[src/cle_pkg.sv]
// shared types, key codes and default sizing for the console line editor
package cle_pkg;

  localparam int LINE_DEPTH_DEFAULT = 128;

  localparam logic [7:0] KEY_NUL    = 8'h00;
  localparam logic [7:0] KEY_CTRL_D = 8'h04;
  localparam logic [7:0] KEY_CTRL_H = 8'h08;
  localparam logic [7:0] KEY_LF     = 8'h0a;
  localparam logic [7:0] KEY_CR     = 8'h0d;
  localparam logic [7:0] KEY_CTRL_P = 8'h10;
  localparam logic [7:0] KEY_CTRL_U = 8'h15;
  localparam logic [7:0] KEY_DEL    = 8'h7f;
  localparam logic [7:0] COUNT_MAX  = 8'hff;

  localparam logic OP_KEY  = 1'b0;
  localparam logic OP_READ = 1'b1;

  typedef enum logic [1:0] {
    ECHO_NONE  = 2'd0,
    ECHO_CHAR  = 2'd1,
    ECHO_ERASE = 2'd2
  } echo_kind_e;

  typedef enum logic [1:0] {
    RD_NONE  = 2'd0,
    RD_CHAR  = 2'd1,
    RD_EOF   = 2'd2,
    RD_EMPTY = 2'd3
  } read_status_e;

  // what the decode step leaves to be done
  typedef enum logic [1:0] {
    CLS_SIMPLE = 2'd0,
    CLS_KILL   = 2'd1,
    CLS_READ   = 2'd2
  } item_class_e;

  typedef struct packed {
    logic take_item;
    logic decode;
    logic kill_step;
    logic read_finish;
    logic raddr_kill;
    logic out_load;
  } cmd_t;

  typedef struct packed {
    item_class_e cls;
    logic        at_commit;
    logic        kill_stop;
    logic        out_free;
  } status_t;

endpackage

[src/cle_ram.sv]
// generic single write port, single read port ram with registered read
module cle_ram #(
  parameter int WIDTH = 8,
  parameter int DEPTH = cle_pkg::LINE_DEPTH_DEFAULT
) (
  input  logic                     clk_i,
  input  logic                     we_i,
  input  logic [$clog2(DEPTH)-1:0] waddr_i,
  input  logic [WIDTH-1:0]         wdata_i,
  input  logic [$clog2(DEPTH)-1:0] raddr_i,
  output logic [WIDTH-1:0]         rdata_o
);

  logic [WIDTH-1:0] mem_q [DEPTH];
  logic [WIDTH-1:0] rdata_q;

  always_ff @(posedge clk_i) begin
    if (we_i) begin
      mem_q[waddr_i] <= wdata_i;
    end
    rdata_q <= mem_q[raddr_i];
  end

  assign rdata_o = rdata_q;

endmodule

[src/cle_datapath.sv]
// ring indices, line store, result staging and output register
module cle_datapath #(
  parameter int LINE_DEPTH = cle_pkg::LINE_DEPTH_DEFAULT
) (
  input  logic             clk_i,
  input  logic             rst_ni,
  input  cle_pkg::cmd_t    cmd_i,
  output cle_pkg::status_t status_o,
  input  logic             op_i,
  input  logic [7:0]       key_code_i,
  input  logic             first_of_request_i,
  input  logic             out_ready_i,
  output logic             out_valid_o,
  output logic [1:0]       echo_kind_o,
  output logic [7:0]       echo_char_o,
  output logic [7:0]       erase_count_o,
  output logic             line_committed_o,
  output logic             dump_request_o,
  output logic [1:0]       read_status_o,
  output logic [7:0]       read_char_o
);

  localparam int IDX_MOD = 2 * LINE_DEPTH;
  localparam int IW      = $clog2(IDX_MOD);
  localparam int SW      = $clog2(LINE_DEPTH);

  localparam logic [IW-1:0] IDX_LAST = IW'(IDX_MOD - 1);
  localparam logic [IW-1:0] IDX_DEPTH = IW'(LINE_DEPTH);

  function automatic logic [IW-1:0] idx_next(input logic [IW-1:0] x);
    return (x == IDX_LAST) ? '0 : x + IW'(1);
  endfunction

  function automatic logic [IW-1:0] idx_prev(input logic [IW-1:0] x);
    return (x == '0) ? IDX_LAST : x - IW'(1);
  endfunction

  function automatic logic [SW-1:0] slot(input logic [IW-1:0] x);
    logic [IW-1:0] t;
    t = (x >= IDX_DEPTH) ? x - IDX_DEPTH : x;
    return t[SW-1:0];
  endfunction

  function automatic logic [IW-1:0] idx_dist(input logic [IW-1:0] a, input logic [IW-1:0] b);
    logic [IW:0] w;
    w = (a >= b) ? {1'b0, a} - {1'b0, b}
                 : {1'b0, a} + (IW+1)'(IDX_MOD) - {1'b0, b};
    return w[IW-1:0];
  endfunction

  // latched item
  logic       op_q, op_d;
  logic [7:0] key_q, key_d;
  logic       first_q, first_d;

  // ring indices
  logic [IW-1:0] read_q, read_d;
  logic [IW-1:0] commit_q, commit_d;
  logic [IW-1:0] edit_q, edit_d;

  // result staging
  cle_pkg::echo_kind_e   res_kind_q, res_kind_d;
  logic [7:0]            res_echo_q, res_echo_d;
  logic [7:0]            res_erase_q, res_erase_d;
  logic                  res_commit_q, res_commit_d;
  logic                  res_dump_q, res_dump_d;
  cle_pkg::read_status_e res_rstat_q, res_rstat_d;
  logic [7:0]            res_rchar_q, res_rchar_d;

  // output register
  logic                  out_valid_q, out_valid_d;
  cle_pkg::echo_kind_e   out_kind_q, out_kind_d;
  logic [7:0]            out_echo_q, out_echo_d;
  logic [7:0]            out_erase_q, out_erase_d;
  logic                  out_commit_q, out_commit_d;
  logic                  out_dump_q, out_dump_d;
  cle_pkg::read_status_e out_rstat_q, out_rstat_d;
  logic [7:0]            out_rchar_q, out_rchar_d;

  logic          ram_we;
  logic [SW-1:0] ram_raddr;
  logic [7:0]    ram_rdata;
  logic [7:0]    key_mapped;
  logic [IW-1:0] edit_next;
  logic          has_room;
  logic          is_erase_key;

  assign key_mapped   = (key_q == cle_pkg::KEY_CR) ? cle_pkg::KEY_LF : key_q;
  assign edit_next    = idx_next(edit_q);
  assign has_room     = idx_dist(edit_q, read_q) < IDX_DEPTH;
  assign is_erase_key = (key_q == cle_pkg::KEY_CTRL_H) || (key_q == cle_pkg::KEY_DEL);

  // store write happens only in the decode cycle of a storable key
  assign ram_we = cmd_i.decode && (op_q == cle_pkg::OP_KEY) &&
                  (key_q != cle_pkg::KEY_CTRL_P) && (key_q != cle_pkg::KEY_CTRL_U) &&
                  !is_erase_key && (key_q != cle_pkg::KEY_NUL) && has_room;

  assign ram_raddr = cmd_i.raddr_kill ? slot(idx_prev(edit_q)) : slot(read_q);

  cle_ram #(
    .WIDTH (8),
    .DEPTH (LINE_DEPTH)
  ) u_line_store (
    .clk_i   (clk_i),
    .we_i    (ram_we),
    .waddr_i (slot(edit_q)),
    .wdata_i (key_mapped),
    .raddr_i (ram_raddr),
    .rdata_o (ram_rdata)
  );

  always_comb begin
    if (op_q == cle_pkg::OP_READ) begin
      status_o.cls = (read_q == commit_q) ? cle_pkg::CLS_SIMPLE : cle_pkg::CLS_READ;
    end else if (key_q == cle_pkg::KEY_CTRL_U) begin
      status_o.cls = cle_pkg::CLS_KILL;
    end else begin
      status_o.cls = cle_pkg::CLS_SIMPLE;
    end
    status_o.at_commit = (edit_q == commit_q);
    status_o.kill_stop = (ram_rdata == cle_pkg::KEY_LF);
    status_o.out_free  = !out_valid_q || out_ready_i;
  end

  always_comb begin
    op_d         = op_q;
    key_d        = key_q;
    first_d      = first_q;
    read_d       = read_q;
    commit_d     = commit_q;
    edit_d       = edit_q;
    res_kind_d   = res_kind_q;
    res_echo_d   = res_echo_q;
    res_erase_d  = res_erase_q;
    res_commit_d = res_commit_q;
    res_dump_d   = res_dump_q;
    res_rstat_d  = res_rstat_q;
    res_rchar_d  = res_rchar_q;
    out_valid_d  = out_valid_q;
    out_kind_d   = out_kind_q;
    out_echo_d   = out_echo_q;
    out_erase_d  = out_erase_q;
    out_commit_d = out_commit_q;
    out_dump_d   = out_dump_q;
    out_rstat_d  = out_rstat_q;
    out_rchar_d  = out_rchar_q;

    if (cmd_i.take_item) begin
      op_d    = op_i;
      key_d   = key_code_i;
      first_d = first_of_request_i;
    end

    if (cmd_i.decode) begin
      res_kind_d   = cle_pkg::ECHO_NONE;
      res_echo_d   = '0;
      res_erase_d  = '0;
      res_commit_d = 1'b0;
      res_dump_d   = 1'b0;
      res_rstat_d  = cle_pkg::RD_NONE;
      res_rchar_d  = '0;
      if (op_q == cle_pkg::OP_READ) begin
        if (read_q == commit_q) begin
          res_rstat_d = cle_pkg::RD_EMPTY;
        end
      end else if (key_q == cle_pkg::KEY_CTRL_P) begin
        res_dump_d = 1'b1;
      end else if (key_q == cle_pkg::KEY_CTRL_U) begin
        // the walk follows in kill steps
      end else if (is_erase_key) begin
        if (edit_q != commit_q) begin
          edit_d      = idx_prev(edit_q);
          res_kind_d  = cle_pkg::ECHO_ERASE;
          res_erase_d = 8'd1;
        end
      end else if (ram_we) begin
        edit_d     = edit_next;
        res_kind_d = cle_pkg::ECHO_CHAR;
        res_echo_d = key_mapped;
        if ((key_mapped == cle_pkg::KEY_LF) || (key_mapped == cle_pkg::KEY_CTRL_D) ||
            (idx_dist(edit_next, read_q) == IDX_DEPTH)) begin
          commit_d     = edit_next;
          res_commit_d = 1'b1;
        end
      end
    end

    if (cmd_i.kill_step) begin
      edit_d     = idx_prev(edit_q);
      res_kind_d = cle_pkg::ECHO_ERASE;
      if (res_erase_q != cle_pkg::COUNT_MAX) begin
        res_erase_d = res_erase_q + 8'd1;
      end
    end

    if (cmd_i.read_finish) begin
      if (ram_rdata == cle_pkg::KEY_CTRL_D) begin
        res_rstat_d = cle_pkg::RD_EOF;
        if (first_q) begin
          read_d = idx_next(read_q);
        end
      end else begin
        res_rstat_d = cle_pkg::RD_CHAR;
        res_rchar_d = ram_rdata;
        read_d      = idx_next(read_q);
      end
    end

    if (cmd_i.out_load) begin
      out_valid_d  = 1'b1;
      out_kind_d   = res_kind_q;
      out_echo_d   = res_echo_q;
      out_erase_d  = res_erase_q;
      out_commit_d = res_commit_q;
      out_dump_d   = res_dump_q;
      out_rstat_d  = res_rstat_q;
      out_rchar_d  = res_rchar_q;
    end else if (out_ready_i) begin
      out_valid_d = 1'b0;
    end
  end

  always_ff @(posedge clk_i or negedge rst_ni) begin
    if (!rst_ni) begin
      read_q      <= '0;
      commit_q    <= '0;
      edit_q      <= '0;
      out_valid_q <= 1'b0;
    end else begin
      read_q      <= read_d;
      commit_q    <= commit_d;
      edit_q      <= edit_d;
      out_valid_q <= out_valid_d;
    end
  end

  always_ff @(posedge clk_i) begin
    op_q         <= op_d;
    key_q        <= key_d;
    first_q      <= first_d;
    res_kind_q   <= res_kind_d;
    res_echo_q   <= res_echo_d;
    res_erase_q  <= res_erase_d;
    res_commit_q <= res_commit_d;
    res_dump_q   <= res_dump_d;
    res_rstat_q  <= res_rstat_d;
    res_rchar_q  <= res_rchar_d;
    out_kind_q   <= out_kind_d;
    out_echo_q   <= out_echo_d;
    out_erase_q  <= out_erase_d;
    out_commit_q <= out_commit_d;
    out_dump_q   <= out_dump_d;
    out_rstat_q  <= out_rstat_d;
    out_rchar_q  <= out_rchar_d;
  end

  assign out_valid_o      = out_valid_q;
  assign echo_kind_o      = out_kind_q;
  assign echo_char_o      = out_echo_q;
  assign erase_count_o    = out_erase_q;
  assign line_committed_o = out_commit_q;
  assign dump_request_o   = out_dump_q;
  assign read_status_o    = out_rstat_q;
  assign read_char_o      = out_rchar_q;

endmodule

[src/cle_ctrl.sv]
// sequencer for item decode, kill-line walk, store read and result hand-off
module cle_ctrl (
  input  logic             clk_i,
  input  logic             rst_ni,
  input  logic             in_valid_i,
  output logic             in_ready_o,
  input  cle_pkg::status_t status_i,
  output cle_pkg::cmd_t    cmd_o
);

  typedef enum logic [2:0] {
    ST_IDLE,
    ST_DECODE,
    ST_KILL_ISSUE,
    ST_KILL_CHECK,
    ST_RD_DATA,
    ST_FINISH
  } state_e;

  state_e state_q, state_d;

  always_comb begin
    state_d = state_q;
    cmd_o   = '0;
    case (state_q)
      ST_IDLE: begin
        cmd_o.take_item = in_valid_i;
        if (in_valid_i) begin
          state_d = ST_DECODE;
        end
      end
      ST_DECODE: begin
        cmd_o.decode = 1'b1;
        case (status_i.cls)
          cle_pkg::CLS_KILL: state_d = ST_KILL_ISSUE;
          cle_pkg::CLS_READ: state_d = ST_RD_DATA;
          default:           state_d = ST_FINISH;
        endcase
      end
      ST_KILL_ISSUE: begin
        cmd_o.raddr_kill = 1'b1;
        state_d = status_i.at_commit ? ST_FINISH : ST_KILL_CHECK;
      end
      ST_KILL_CHECK: begin
        if (status_i.kill_stop) begin
          state_d = ST_FINISH;
        end else begin
          cmd_o.kill_step = 1'b1;
          state_d = ST_KILL_ISSUE;
        end
      end
      ST_RD_DATA: begin
        cmd_o.read_finish = 1'b1;
        state_d = ST_FINISH;
      end
      ST_FINISH: begin
        if (status_i.out_free) begin
          cmd_o.out_load = 1'b1;
          state_d = ST_IDLE;
        end
      end
      default: begin
        state_d = ST_IDLE;
      end
    endcase
  end

  assign in_ready_o = (state_q == ST_IDLE);

  always_ff @(posedge clk_i or negedge rst_ni) begin
    if (!rst_ni) begin
      state_q <= ST_IDLE;
    end else begin
      state_q <= state_d;
    end
  end

endmodule

[src/console_line_editor_core.sv]
// top level of the console line editor: cooked-mode input ring with echo and reads
//
//  channel  dir  handshake              payload
//  s_axis   in   s_axis_tvalid/tready   tuser: op; tdata: key_code, first_of_request
//  m_axis   out  m_axis_tvalid/tready   tuser: echo_kind, read_status; tdata: the rest
//
// a key or an empty read goes from decode straight to result hand-off; a read that returns
// a character or end of file first waits on the registered store read, and ctrl-u erases
// back to the commit index or a newline, each step waiting on the registered store read
// reset clears the three ring indices and the output register; the store needs no clear
// a result waits in the output register while the next item is taken and decoded;
// the hand-off of that next result stalls until the output register is free
module console_line_editor_core #(
  parameter int LINE_DEPTH = cle_pkg::LINE_DEPTH_DEFAULT
) (
  input  logic        clk_i,
  input  logic        rst_ni,
  // input items
  input  logic        s_axis_tvalid_i,
  output logic        s_axis_tready_o,
  input  logic [15:0] s_axis_tdata_i,   // [7:0] key_code, [8] first_of_request, rest zero
  input  logic [0:0]  s_axis_tuser_i,   // [0] op
  // result items
  output logic        m_axis_tvalid_o,
  input  logic        m_axis_tready_i,
  output logic [31:0] m_axis_tdata_o,   // [7:0] echo_char, [15:8] erase_count,
                                        // [16] line_committed, [17] dump_request,
                                        // [25:18] read_char, rest zero
  output logic [3:0]  m_axis_tuser_o    // [1:0] echo_kind, [3:2] read_status
);

  cle_pkg::cmd_t    cmd;
  cle_pkg::status_t status;

  logic [1:0] echo_kind;
  logic [7:0] echo_char;
  logic [7:0] erase_count;
  logic       line_committed;
  logic       dump_request;
  logic [1:0] read_status;
  logic [7:0] read_char;

  // sequencer: one item at a time, from transfer through result hand-off
  cle_ctrl u_ctrl (
    .clk_i      (clk_i),
    .rst_ni     (rst_ni),
    .in_valid_i (s_axis_tvalid_i),
    .in_ready_o (s_axis_tready_o),
    .status_i   (status),
    .cmd_o      (cmd)
  );

  // indices, store and result registers
  cle_datapath #(
    .LINE_DEPTH (LINE_DEPTH)
  ) u_datapath (
    .clk_i              (clk_i),
    .rst_ni             (rst_ni),
    .cmd_i              (cmd),
    .status_o           (status),
    .op_i               (s_axis_tuser_i[0]),
    .key_code_i         (s_axis_tdata_i[7:0]),
    .first_of_request_i (s_axis_tdata_i[8]),
    .out_ready_i        (m_axis_tready_i),
    .out_valid_o        (m_axis_tvalid_o),
    .echo_kind_o        (echo_kind),
    .echo_char_o        (echo_char),
    .erase_count_o      (erase_count),
    .line_committed_o   (line_committed),
    .dump_request_o     (dump_request),
    .read_status_o      (read_status),
    .read_char_o        (read_char)
  );

  // pack result fields, lowest field first
  assign m_axis_tdata_o = {6'd0, read_char, dump_request, line_committed,
                           erase_count, echo_char};
  assign m_axis_tuser_o = {read_status, echo_kind};

endmodule

[config.mk]
export PLATFORM = sky130hd
export DESIGN_NAME = console_line_editor_core
export DESIGN_NICKNAME = d
export VERILOG_FILES = /design/src/cle_pkg.sv /design/src/cle_ram.sv /design/src/cle_datapath.sv /design/src/cle_ctrl.sv /design/src/console_line_editor_core.sv
export SDC_FILE = /design/constraint.sdc
export NUM_CORES = 2
export LEC_CHECK = 0
export ABC_AREA = 1
export BUFFER_PORTS_ARGS = -buffer_cell sky130_fd_sc_hd__buf_2
export CAP_MARGIN = 20
export CORE_AREA = 2 2 301 422
export DETAILED_ROUTE_END_ITERATION = 12
export DIE_AREA = 0 0 303 424
export GPL_TIMING_DRIVEN = 0
export MAX_ROUTING_LAYER = met4
export PLACE_DENSITY = 0.66
export RECOVER_POWER = 100
export SLEW_MARGIN = 0
export SYNTH_ARGS = -nofsm -noshare
export SYNTH_HDL_FRONTEND = slang
export SYNTH_SLANG_ARGS = --single-unit
[constraint.sdc]
create_clock -name clk_i -period 10.3 [get_ports clk_i]
set_input_delay 0 -clock clk_i [delete_from_list [all_inputs] [get_ports clk_i]]
set_output_delay 0 -clock clk_i [all_outputs]
set_load 0.01 [all_outputs]
==> flow_metrics.env <==
export IMPL_top_register="u_datapath.u_line_store.mem_q"
export IMPL_gr_total_overflow=0
export IMPL_met1_length_um=59100
export IMPL_p_total_mw=15.9
export IMPL_place_congestion=1.03
export IMPL_clk_latency_ns=0.75
export IMPL_grt_max_degree=71
export IMPL_wl_per_cell_um=26.3
export IMPL_dp_hpwl_um=124000
export IMPL_required_ns=10.28
export IMPL_yosys_cell_types_count=46
export IMPL_io_buffers=45
export IMPL_routed_wl_um=179000
export IMPL_peakVddDrop_mv=0.190
export IMPL_power_per_cell_area_nw_per_um2=279
export IMPL_yosysSeqAreaShare_pct=66.0
export IMPL_min_period_over_period_pct=65.5
export IMPL_synthFlopType="edfxtp_1"
export IMPL_tightest_slew_ns=4.07
export IMPL_fmax_mhz=148
export IMPL_critical_path_class="reg -> reg"
export IMPL_cts_setup_buffers=0
export IMPL_netSwitchingPower_mw=6.78
export IMPL_syn_to_final_growth_pct=11.8
export IMPL_total_leakage_power_nw=22.7
export IMPL_cap_violations=22
export IMPL_crit_fanout=70
export IMPL_r2r_slack_ns=3.56
export IMPL_end_kind="register"
export IMPL_cts_root_buffer="clkbuf_16"
export IMPL_syn_cell_area_um2=50800
export IMPL_p_int_mw=9.08
export IMPL_r2r_start="u_datapath.key_q[5]"
export IMPL_start_util_pct=40.6
export IMPL_grt_pass1_wl_um=249000
export IMPL_p_clk_share_pct=24.9
export IMPL_syn_area_per_cell_um2=10.4
export IMPL_clockBufferDepth=3
export IMPL_synth_edf_count=1076
export IMPL_rsz0062_at_grt="no"
export IMPL_grt_pass1_vias=35800
export IMPL_drt_pass1_iterations=12
export IMPL_design_core_area_um2=125000
export IMPL_cts_buffers=98
export IMPL_die_w_um=303
export IMPL_power_sequential_fraction_pct=34.4
export IMPL_crit_path_end="u_datapath.u_line_store.mem_q[41][5]"
export IMPL_drt_drc_violations_left=0
export IMPL_yosys_warnings=0
export IMPL_htreeDepth=3
export IMPL_reg2reg_to="u_datapath.u_line_store.mem_q[41][5]"
export IMPL_min_period_ns=6.74
export IMPL_largest_reg_flops=1024
export IMPL_ys_seq_elements=1130
export IMPL_cp_arrival_ns=6.72
export IMPL_slew_viol_final=1073
export IMPL_syn_inst=4866
export IMPL_fp_dieH_um=424
export IMPL_clk_pin_slew_ns=0.07
export IMPL_antenna_found_initial=6
export IMPL_startpoint_type="register"
export IMPL_synth_async_reset_ratio_pct=2.48
export IMPL_worstHoldStart="m_axis_tready_i"
export IMPL_drtAntennaViolNets=0
export IMPL_num_rows=154
export IMPL_finClkSkew_ns=0.0369
export IMPL_wl_met2_um=86400
export IMPL_grt_total_usage_pct=28.2
export IMPL_slew_headroom_pct=-171
export IMPL_ioPinCount=59
export IMPL_dieArea_um2=128000
export IMPL_drive_gt1_share_pct=7.18
export IMPL_placed_area_um2=53800
export IMPL_swShare_pct=42.8
export IMPL_via_per_inst=5.57
export IMPL_cts_tree="done"
export IMPL_cp_startpoint="u_datapath.key_q[5]"
export IMPL_setup_tns_ns=0
export IMPL_hold_buffers=25
export IMPL_vias=37900
export IMPL_fin_nets=5128
export IMPL_drt_iter0_markers=4764
export IMPL_worstHoldPathType="in -> reg"
export IMPL_reg2reg_depth=2
export IMPL_violations="max-capacitance violations, max-slew violations"
export IMPL_final_setup_viol_count=0
export IMPL_routed_wl_met3_um=17200
export IMPL_cts_resized=0
export IMPL_top_layer="met4"
export IMPL_hold_violations=0
export IMPL_combPwrFrac_pct=40.8
export IMPL_final_area_um2=56800
export IMPL_n_fill_cell=11400
export IMPL_cts_sinks=1130
export IMPL_status="finished with violations"
==> placed cells by master, fill, tap and decap left out, types with 3 or more instances in the layout <==
cell type      netlist  final
a21oi_1             21     21
a31oi_1              3      3
buf_1               22     21
buf_2              173    183
buf_4               17     16
bufinv_16            0     16
clkbuf_1            76    164
clkbuf_16            0    100
clkinv_1             2     25
clkinv_2             0     13
clkinvlp_4           0     11
conb_1               1      6
dfrtp_1             28     28
dfxtp_1             26     26
diode_2              0      5
dlygate4sd3_1        0     24
edfxtp_1          1076   1076
ha_1                21     21
inv_1              751    753
inv_2               11      8
inv_6                0      4
mux2i_1              3      3
nand2_1            994    996
nand2_2              5      3
nand3_1           1031   1032
nand3b_1           243    243
nand4_1             19     19
nor2_1             204    203
nor3_1              13     14
nor4_1               3      3
o211ai_1            19     19
o21ai_0             38     39
o21ai_1              8      7
xnor2_1             16     16
xor2_1              19     19
==> worst min path at each step <==
stage,to,slack [ns],cells after the start
after floorplan,u_ctrl.state_q[0],-0.30,0
final,u_datapath.out_valid_o,0.02,3
after detailed placement,u_datapath.read_q[6],0.08,1
after global placement,u_datapath.read_q[1],0.07,1
after global routing,u_datapath.out_valid_o,0.02,3
after CTS,u_datapath.out_valid_o,0.01,3
==> power by group through the flow <==
stage	Combinational (mW)	Clock, mW	Sequential [mW]
after detailed placement	6.26	0	5.52
after floorplan	3.52	0	5.53
after global placement	6.13	0	5.59
final	6.47	3.94	5.45
after global routing	6.73	4.10	5.46
after CTS	6.29	3.93	5.42
==> cell type report <==
class / instances / area (um^2) / area share, %
Antenna cell: 5 / 12.5 / 0.0220
Sequential cell: 1130 / 33500 / 59.0
Tap cell: 1638 / 2050 / 3.61
Timing Repair Buffer: 113 / 598 / 1.05
Clock inverter: 71 / 803 / 1.41
Multi-Input combinational cell: 2689 / 13100 / 23.0
Inverter: 764 / 2870 / 5.05
Buffer: 288 / 1360 / 2.40
Clock buffer: 110 / 2540 / 4.47
==> kinds of logic after synthesis <==
logic type               synth area share [%]
AND/OR/NAND/NOR                          23.3
flip-flops                               66.0
buffers and inverters                    8.32
AO/OA/AOI/OAI                            1.15
XOR/XNOR                                0.603
adder cells (fa/ha/maj)                 0.596
multiplexers                           0.0591
other                                 0.00738
==> worst max-delay path: stages (launching register included) <==
cell      delay, ns
edfxtp_1       0.37
clkbuf_1       2.60
clkbuf_1       2.83
==> per-layer routing <==
layer | vias to the layer above | track usage [%]
li1 | 16700 | -
met4 | 0 | 21.7
met1 | 18100 | 30.7
met3 | 707 | 4.95
met5 | - | -
met2 | 2389 | 45.7
==> synthesized netlist by cell type, drive strengths merged, types with 2 or more instances <==
cell,count,share of area (%)
edfxtp,1076,64
nand3,1033,10
nand2,1001,7.4
inv,762,5.6
nand3b,243,3.6
buf,212,2.1
nor2,207,1.6
clkbuf,76,0.56
o21ai,47,0.47
dfrtp,28,1.4
dfxtp,26,1.0
a21oi,21,0.21
ha,21,0.52
nand4,19,0.23
o211ai,19,0.28
xor2,19,0.33
xnor2,16,0.28
nor3,14,0.16
a31oi,3,0.037
mux2i,3,0.059
nor4,3,0.037
a21boi,2,0.030
a21o,2,0.030
clkinv,2,0.015
fa,2,0.079
or2,2,0.025
==> metrics by stage <==
stage / std cells / util, % / hold WS [ns] / worst slack (ns)
2_1_floorplan: 4871 / - / -0.296 / 5.65
3_5_place_dp: 6589 / 43.0 / 0.0776 / 4.98
3_3_place_gp: 6554 / 42.5 / 0.0744 / 0.0834
5_1_grt: 6808 / 45.4 / 0.0223 / 3.44
6_report: 6808 / 45.4 / 0.0186 / 3.56
4_1_cts: 6795 / 45.9 / 0.0143 / 4.95
Power figures use the tool's default switching activity.
